==> config.mk <==
export PLATFORM = sky130hd
export DESIGN_NAME = quadratic_root_solver
export DESIGN_NICKNAME = d
export VERILOG_FILES = /design/src/hw/rtl/qrs_pkg.sv /design/src/hw/rtl/quadratic_root_solver.sv /design/src/hw/rtl/qrs_datapath.sv /design/src/hw/rtl/qrs_ctrl.sv
export VERILOG_INCLUDE_DIRS = /design/src /design/src/hw/rtl
export SDC_FILE = /design/constraint.sdc
export NUM_CORES = 2
export LEC_CHECK = 0
export ABC_AREA = 1
export ABC_CLOCK_PERIOD_IN_PS = 11900
export BUFFER_PORTS_ARGS = -buffer_cell sky130_fd_sc_hd__buf_2
export CORE_UTILIZATION = 40
export CTS_BUF_LIST = sky130_fd_sc_hd__clkbuf_2 sky130_fd_sc_hd__clkbuf_4 sky130_fd_sc_hd__clkbuf_8
export DETAILED_ROUTE_END_ITERATION = 7
export GPL_ROUTABILITY_DRIVEN = 0
export PLACE_DENSITY_LB_ADDON = 0.25
export SLEW_MARGIN = 20
export SYNTH_ARGS = -nofsm -noshare
export SYNTH_HDL_FRONTEND = slang
export SYNTH_SLANG_ARGS = --single-unit
==> constraint.sdc <==
create_clock -name clk -period 11.9 [get_ports clk]
set_clock_uncertainty 0.1 [all_clocks]
set_input_delay 0.595 -clock clk [delete_from_list [all_inputs] [get_ports clk]]
set_output_delay 0.595 -clock clk [all_outputs]
set_load 0.01 [all_outputs]
==> src/hw/rtl/quadratic_root_solver_defines.svh <==
// assertion macros for the solver rtl
`ifndef QUADRATIC_ROOT_SOLVER_DEFINES_SVH
`define QUADRATIC_ROOT_SOLVER_DEFINES_SVH

// implication checked on every edge outside reset
`define QRS_ASSERT_IMP(label, ante, cons) \
  label: assert property (@(posedge clk) disable iff (!rst_n) (ante) |-> (cons)) \
    else $error("qrs check failed");

// implication whose consequent is checked in the next cycle
`define QRS_ASSERT_NEXT(label, ante, cons) \
  label: assert property (@(posedge clk) disable iff (!rst_n) (ante) |=> (cons)) \
    else $error("qrs check failed");

`endif

==> src/hw/rtl/qrs_pkg.sv <==
package qrs_pkg;

  typedef struct packed {
    logic signed [15:0] coef_a;
    logic signed [15:0] coef_b;
    logic signed [15:0] coef_c;
    logic               restart;
  } qrs_in_t;

  typedef struct packed {
    logic [1:0]         root_count;
    logic signed [31:0] root_low;
    logic signed [31:0] root_high;
    logic signed [31:0] vertex_x;
    logic               not_quadratic;
    logic               saturated;
    logic               tracked_valid;
    logic signed [31:0] tracked_min;
    logic signed [31:0] tracked_max;
  } qrs_out_t;

  // datapath operation codes
  typedef enum logic [2:0] {
    OP_NONE,
    OP_LOAD,
    OP_MUL,
    OP_SQRT_STEP,
    OP_DIV_INIT,
    OP_DIV_STEP,
    OP_DIV_STORE,
    OP_FINISH
  } qrs_op_t;

  // which quotient the divider is producing
  typedef enum logic [1:0] {
    DSEL_VX,
    DSEL_R1,
    DSEL_R2
  } qrs_dsel_t;

  typedef struct packed {
    qrs_op_t   op;
    qrs_dsel_t dsel;
  } qrs_cmd_t;

  typedef struct packed {
    logic nq;
    logic d_zero;
    logic d_pos;
  } qrs_sts_t;

  localparam int SqrtSteps = 33;
  localparam int DivSteps  = 50;
  localparam int StepW     = 6;

endpackage

==> src/hw/rtl/quadratic_root_solver.sv <==
// channel  | ports                      | word
// input    | in_valid in_stall in_data  | coef_a coef_b coef_c restart
// result   | out_valid out_stall out_data | roots, vertex, flags, tracker
//
// one word at a time: load, multiply, 33 sqrt steps, then a
// 50-step restoring divide for the vertex, plus one for each of two roots when d > 0
// when a is zero the sqrt and divides are skipped
// the sqrt and the divides run one after another on one datapath
// synchronous active low reset clears the tracker, the result word and control
// a result holds under out_stall; no new word is taken until it leaves
module quadratic_root_solver
  import qrs_pkg::*;
(
  input  logic     clk,
  input  logic     rst_n,
  input  logic     in_valid,
  output logic     in_stall,
  input  qrs_in_t  in_data,
  output logic     out_valid,
  input  logic     out_stall,
  output qrs_out_t out_data
);

  qrs_cmd_t cmd;
  qrs_sts_t sts;

  // sequencer
  qrs_ctrl u_ctrl (
    .clk, .rst_n, .in_valid, .in_stall, .out_valid, .out_stall,
    .sts, .cmd
  );

  // arithmetic and tracker
  qrs_datapath u_dp (
    .clk, .rst_n, .in_word(in_data), .cmd, .sts, .res(out_data)
  );

endmodule

==> src/hw/rtl/qrs_datapath.sv <==
module qrs_datapath
  import qrs_pkg::*;
(
  input  logic     clk,
  input  logic     rst_n,
  input  qrs_in_t  in_word,
  input  qrs_cmd_t cmd,
  output qrs_sts_t sts,
  output qrs_out_t res
);

  logic signed [15:0] a_r, b_r, c_r;
  logic               restart_r;
  logic signed [35:0] d_r;
  logic [33:0]        rad_r;
  logic [35:0]        rem_r;
  logic [32:0]        root_r;
  logic [5:0]         sqk_r;
  // divider: magnitude numerator, divisor, partial remainder
  logic [49:0]        num_r;
  logic [17:0]        dvs_r;
  logic [18:0]        drem_r;
  logic               neg_r;
  logic signed [31:0] vx_r, r1_r, r2_r;
  logic               sat_r;
  logic               tv_r;
  logic signed [31:0] tmin_r, tmax_r;

  logic signed [32:0] bb;
  logic signed [34:0] ac4;
  logic [35:0]        sq_rem, sq_trial;
  logic [1:0]         sq_pair;
  logic signed [49:0] nb, numer;
  logic [18:0]        dr_sh;
  logic signed [50:0] q_s;
  logic signed [31:0] q_c;
  logic               q_sat;
  logic signed [31:0] lo, hi;
  logic signed [16:0] den;

  assign bb  = 33'(32'(b_r) * 32'(b_r));
  assign ac4 = 35'(32'(a_r) * 32'(c_r)) <<< 2;
  assign den = 17'(a_r) <<< 1;
  assign nb  = -(50'(b_r) <<< 16);

  assign sq_pair  = (sqk_r < 6'd17) ? rad_r[33:32] : 2'd0;
  assign sq_rem   = {rem_r[33:0], sq_pair};
  assign sq_trial = {1'b0, root_r[32:0], 2'b01};

  always_comb begin
    unique case (cmd.dsel)
      DSEL_R1: numer = nb + 50'($signed({1'b0, root_r}));
      DSEL_R2: numer = nb - 50'($signed({1'b0, root_r}));
      default: numer = nb;
    endcase
  end

  assign dr_sh = {drem_r[17:0], num_r[49]};

  // signed quotient and clip
  assign q_s = neg_r ? -$signed({1'b0, num_r}) : $signed({1'b0, num_r});
  always_comb begin
    q_sat = 1'b0;
    q_c   = q_s[31:0];
    if (q_s > 51'sd2147483647) begin
      q_c = 32'sh7fffffff; q_sat = 1'b1;
    end else if (q_s < -51'sd2147483648) begin
      q_c = 32'sh80000000; q_sat = 1'b1;
    end
  end

  assign lo = (r1_r < r2_r) ? r1_r : r2_r;
  assign hi = (r1_r < r2_r) ? r2_r : r1_r;

  assign sts.nq     = (a_r == 16'sd0);
  assign sts.d_zero = (d_r == 36'sd0);
  assign sts.d_pos  = (d_r > 36'sd0);

  always_ff @(posedge clk) begin
    if (!rst_n) begin
      tv_r   <= 1'b0;
      tmin_r <= '0;
      tmax_r <= '0;
      res    <= '0;
    end else begin
      case (cmd.op)
        OP_LOAD: begin
          a_r <= in_word.coef_a; b_r <= in_word.coef_b; c_r <= in_word.coef_c;
          restart_r <= in_word.restart;
          sat_r <= 1'b0;
          r1_r <= '0; r2_r <= '0; vx_r <= '0;
        end
        OP_MUL: begin
          d_r    <= 36'(bb) - 36'(ac4);
          rad_r  <= 34'(36'(bb) - 36'(ac4));
          rem_r  <= '0;
          root_r <= '0;
          sqk_r  <= '0;
        end
        OP_SQRT_STEP: begin
          rad_r <= rad_r << 2;
          sqk_r <= sqk_r + 6'd1;
          if (sq_rem >= sq_trial) begin
            rem_r  <= sq_rem - sq_trial;
            root_r <= {root_r[31:0], 1'b1};
          end else begin
            rem_r  <= sq_rem;
            root_r <= {root_r[31:0], 1'b0};
          end
        end
        OP_DIV_INIT: begin
          num_r  <= numer[49] ? 50'(-numer) : numer;
          dvs_r  <= den[16] ? -18'(den) : 18'(den);
          neg_r  <= numer[49] ^ den[16];
          drem_r <= '0;
        end
        OP_DIV_STEP: begin
          if (dr_sh >= {1'b0, dvs_r}) begin
            drem_r <= dr_sh - {1'b0, dvs_r};
            num_r  <= {num_r[48:0], 1'b1};
          end else begin
            drem_r <= dr_sh;
            num_r  <= {num_r[48:0], 1'b0};
          end
        end
        OP_DIV_STORE: begin
          sat_r <= sat_r | q_sat;
          unique case (cmd.dsel)
            DSEL_R1: r1_r <= q_c;
            DSEL_R2: r2_r <= q_c;
            default: begin
              vx_r <= q_c;
              r1_r <= q_c;
              r2_r <= q_c;
            end
          endcase
        end
        OP_FINISH: begin
          logic               has;
          logic               tv0;
          logic signed [31:0] mn0, mx0;
          has = !sts.nq && (sts.d_zero || sts.d_pos);
          tv0 = restart_r ? 1'b0 : tv_r;
          mn0 = restart_r ? 32'sd0 : tmin_r;
          mx0 = restart_r ? 32'sd0 : tmax_r;
          if (has) begin
            if (!tv0) begin
              mn0 = lo; mx0 = hi; tv0 = 1'b1;
            end else begin
              if (lo < mn0) mn0 = lo;
              if (hi > mx0) mx0 = hi;
            end
          end
          tv_r <= tv0; tmin_r <= mn0; tmax_r <= mx0;
          res.root_count    <= sts.nq ? 2'd0 : (sts.d_zero ? 2'd1 : (sts.d_pos ? 2'd2 : 2'd0));
          res.root_low      <= has ? lo : 32'sd0;
          res.root_high     <= has ? hi : 32'sd0;
          res.vertex_x      <= sts.nq ? 32'sd0 : vx_r;
          res.not_quadratic <= sts.nq;
          res.saturated     <= sts.nq ? 1'b0 : sat_r;
          res.tracked_valid <= tv0;
          res.tracked_min   <= mn0;
          res.tracked_max   <= mx0;
        end
        default: ;
      endcase
    end
  end

endmodule

==> src/hw/rtl/qrs_ctrl.sv <==
module qrs_ctrl
  import qrs_pkg::*;
(
  input  logic     clk,
  input  logic     rst_n,
  input  logic     in_valid,
  output logic     in_stall,
  output logic     out_valid,
  input  logic     out_stall,
  input  qrs_sts_t sts,
  output qrs_cmd_t cmd
);
  `include "quadratic_root_solver_defines.svh"

  typedef enum logic [3:0] {
    S_IDLE, S_MUL, S_SQRT, S_VINIT, S_VDIV, S_VSTORE,
    S_DINIT, S_DDIV, S_DSTORE, S_FIN, S_OUT
  } state_t;

  state_t     state_r, state_nxt;
  logic [5:0] cnt_r, cnt_nxt;
  qrs_dsel_t  dsel_r, dsel_nxt;
  logic       ov_r, ov_nxt;

  assign in_stall  = (state_r != S_IDLE) || ov_r;
  assign out_valid = ov_r;

  always_comb begin
    state_nxt = state_r;
    cnt_nxt   = cnt_r;
    dsel_nxt  = dsel_r;
    ov_nxt    = ov_r && out_stall;
    cmd.op    = OP_NONE;
    cmd.dsel  = dsel_r;
    unique case (state_r)
      S_IDLE: if (in_valid && !in_stall) begin
        cmd.op = OP_LOAD; state_nxt = S_MUL;
      end
      S_MUL: begin
        cmd.op = OP_MUL; cnt_nxt = '0;
        state_nxt = sts.nq ? S_FIN : S_SQRT;
      end
      S_SQRT: begin
        cmd.op = OP_SQRT_STEP; cnt_nxt = cnt_r + 6'd1;
        if (cnt_r == 6'(SqrtSteps - 1)) state_nxt = S_VINIT;
      end
      S_VINIT: begin
        cmd.op = OP_DIV_INIT; cmd.dsel = DSEL_VX; dsel_nxt = DSEL_VX;
        cnt_nxt = '0; state_nxt = S_VDIV;
      end
      S_VDIV, S_DDIV: begin
        cmd.op = OP_DIV_STEP; cnt_nxt = cnt_r + 6'd1;
        if (cnt_r == 6'(DivSteps - 1))
          state_nxt = (state_r == S_VDIV) ? S_VSTORE : S_DSTORE;
      end
      S_VSTORE: begin
        cmd.op = OP_DIV_STORE;
        if (sts.d_pos) begin
          dsel_nxt = DSEL_R1; state_nxt = S_DINIT;
        end else state_nxt = S_FIN;
      end
      S_DINIT: begin
        cmd.op = OP_DIV_INIT; cnt_nxt = '0; state_nxt = S_DDIV;
      end
      S_DSTORE: begin
        cmd.op = OP_DIV_STORE;
        if (dsel_r == DSEL_R1) begin
          dsel_nxt = DSEL_R2; state_nxt = S_DINIT;
        end else state_nxt = S_FIN;
      end
      S_FIN: begin
        cmd.op = OP_FINISH; ov_nxt = 1'b1; state_nxt = S_OUT;
      end
      S_OUT: if (!ov_r || !out_stall) state_nxt = S_IDLE;
      default: state_nxt = S_IDLE;
    endcase
  end

  always_ff @(posedge clk) begin
    if (!rst_n) begin
      state_r <= S_IDLE;
      cnt_r   <= '0;
      dsel_r  <= DSEL_VX;
      ov_r    <= 1'b0;
    end else begin
      state_r <= state_nxt;
      cnt_r   <= cnt_nxt;
      dsel_r  <= dsel_nxt;
      ov_r    <= ov_nxt;
    end
  end

  `QRS_ASSERT_IMP(a_no_take_busy, state_r != S_IDLE, in_stall)
  `QRS_ASSERT_NEXT(a_fin_valid, state_r == S_FIN, out_valid)
  `QRS_ASSERT_NEXT(a_hold_valid, out_valid && out_stall, out_valid)

endmodule
==> results.yml <==
outcome:
  outcome: "finished, final reports clean"
grt:
  grt_pass1_wl_um: 243000
  antenna_found_initial: 1
  grt_pass1_vias: 43600
  track_usage_pct: 22.4
  grt.overflow.total: 0
  grt_max_degree: 110
layout:
  fin_nets: 7978
  area_delta_synth_final_pct: 10.3
  drive_gt1_share_pct: 8.41
drt:
  initialDrtViolationCount: 3625
  drc: 0
  wl_per_cell_um: 17.4
  via_per_inst: 5.05
  first_pass_iters: 6
  wirelength_um: 155000
  ant_nets: 0
  vias: 44900
timing:
  hold_violations: 0
  tightestPinTransition_ps: 1100
  fmax_mhz: 89.2
  grt_setup_unrepaired: "false"
  setup_viol: 0
  setup-tns-final_ps: 0
  fin_crit_sh_pct: 94.2
  min_period_ps: 11210
  maxSlewViolCount: 0
  max_slew_margin_pct: 26.2
critical_path:
  critPathMaxFanout: 11
  slowest_delay_ps: 560
  worst-r2r-setup-slack_ps: 690
  critical_path_buf_inv_count: 10
  cp.arrival_ps: 11780
  critPathTopFamily: "adder cells"
  crit_slowest_cell: "edfxtp_1"
  cp_common_cell: "fa_1"
  start_kind: "register"
  worstPathRequired_ps: 12470
  criticalPathCategory: "reg -> reg"
  crit_path_end_kind: "register"
floorplanning:
  num_rows: 135
  fp.dieW_um: 371
  die_area_um2: 138000
  ioPinCount: 220
  core_um2: 135000
  die_h_um: 371
  start_util_pct: 40.3
synth:
  ys_types: 60
  synth-warning-count: 0
  syn_nets: 7788
  synth-seq-cells: 550
  yosys-top-cells-count: "1,625 x nand2_1, 1,330 x inv_1, 544 x fa_1, 536 x a21oi_1, 386 x nor2_1"
  synthArstFlopShare_pct: 0
  synth_area_leaders: "edfxtp_1 21%, fa_1 20%, nand2_1 11%, inv_1 9.2%, ha_1 8.4%"
  syn-instance-count: 6824
  synth_ff_type: "edfxtp_1"
  ys_seq_area_share_pct: 27.1
  yosysMostFrequentCell: "nand2_1"
  synth.top_cell.area_share_pct: 20.5
  yosys.area.top_type: "edfxtp_1"
  netlist_area_um2: 54500
  syn_area_per_cell_um2: 7.98
  synth_edf_count: 372
cts:
  cts-root-buf: "clkbuf_8"
  cts_buffers: 102
  clock_latency_ps: 840
  cts_tree: "done"
  path_clk_slew_ps: 60
  clockBufferDepth: 3
  clkSinkCount: 550
  htreeDepth: 3
placed_design:
  hpwlAfterDp_um: 123000
  portBuffers: 219
flow_run:
  max_cap_violations: 0
worst_hold_path:
  hp-class: "in -> reg"
logic make-up (layout without fill, tap and decap cells):
| family | after synthesis | in the layout | synth area share [%] |
|---|---|---|---|
| AO/OA/AOI/OAI | 1017 | 1017 | 10.2 |
| XOR/XNOR | 255 | 255 | 4.14 |
| AND/OR/NAND/NOR | 2469 | 2469 | 18.9 |
| adder cells (fa/ha/maj) | 911 | 911 | 28.4 |
| flip-flops | 550 | 550 | 27.1 |
| buffers and inverters | 1621 | 1894 | 11.3 |
| other | 1 | 2 | 0.00688 |
worst reg2reg max path: cells and delay by family, from the launching register on:
| family | cells | cell delay [ps] |
|---|---|---|
| AND/OR/NAND/NOR | 9 | 830 |
| XOR/XNOR | 2 | 360 |
| AO/OA/AOI/OAI | 7 | 1480 |
| flip-flops | 1 | 560 |
| adder cells (fa/ha/maj) | 14 | 6970 |
| buffers and inverters | 10 | 780 |
per-layer routing:
metal | vias up | global-route usage, % | part of all wire [%]
met5 | - | 0 | 0
met4 | 0 | 7.57 | 3.4
met3 | 224 | 3.36 | 6.0
met2 | 1411 | 36.6 | 46
met1 | 21400 | 30.3 | 44
li1 | 21900 | - | -
metrics by stage:
step	hold slack (ps)	instance area, µm²	utilization, %	setup slack, ps	std cells
floorplan	324	54500	-	1260	6824
global placement	349	57400	42.4	633	8637
detailed placement	354	57400	42.4	515	8637
CTS	47.3	60000	44.4	502	8874
global route	84.4	60100	44.4	1.72	8879
finish	110	60100	44.4	689	8879
flip-flops by register name (all words and copies together) (netlist names), 16 cells and up:
register / count
u_dp.c_r: 16
u_dp.dvs_r: 17
u_dp.num_r: 50
u_dp.b_r: 16
u_dp.rem_r: 34
u_dp.rad_r: 33
u_dp.vx_r: 32
u_dp.d_r: 34
u_dp.r1_r: 32
u_dp.r2_r: 32
u_dp.a_r: 16
u_dp.root_r: 33
u_dp.res: 164
u_dp.drem_r: 18
final timing paths:
path | cells after the start | end | start
setup / recovery | 42 | u_dp.rad_r[32] | u_dp.a_r[8]
hold / removal | 3 | u_ctrl.dsel_r[0] | rst_n
setup reg to reg | 42 | u_dp.rad_r[32] | u_dp.a_r[8]
hold reg to reg | 2 | u_dp.res[154] | u_dp.res[154]
placed cells by master (no fill, tap or decap), types with 159 or more instances in the layout:
| master | Yosys | layout |
|---|---|---|
| nand3_1 | 212 | 212 |
| nand2_1 | 1625 | 1624 |
| xor2_1 | 159 | 159 |
| dfxtp_1 | 178 | 178 |
| edfxtp_1 | 372 | 372 |
| a21oi_1 | 536 | 531 |
| ha_1 | 367 | 367 |
| buf_2 | 12 | 219 |
| o21ai_0 | 262 | 259 |
| fa_1 | 544 | 544 |
| inv_1 | 1330 | 1327 |
| nor2_1 | 386 | 377 |
timing repair:
action,in CTS,in global routing
endpoints found under the setup margin,0,7
hold endpoints to repair,51,0
buffers inserted,0,3
resized for setup,0,4
hold buffers,50,0
area by class of cell:
| type | count | area [µm²] |
|---|---|---|
| flip-flops and latches | 550 | 14700 |
| clock buffers | 140 | 1740 |
| inverters | 1359 | 5110 |
| diodes | 1 | 2.50 |
| clock inverters | 47 | 375 |
| repair buffers | 348 | 2200 |
| fillers | 13600 | 75200 |
| multi-input cells | 4653 | 33700 |
| well taps | 1781 | 2230 |
Power is not shown: default switching activity piles up to over one toggle a cycle in this logic, so the estimate is an artifact.
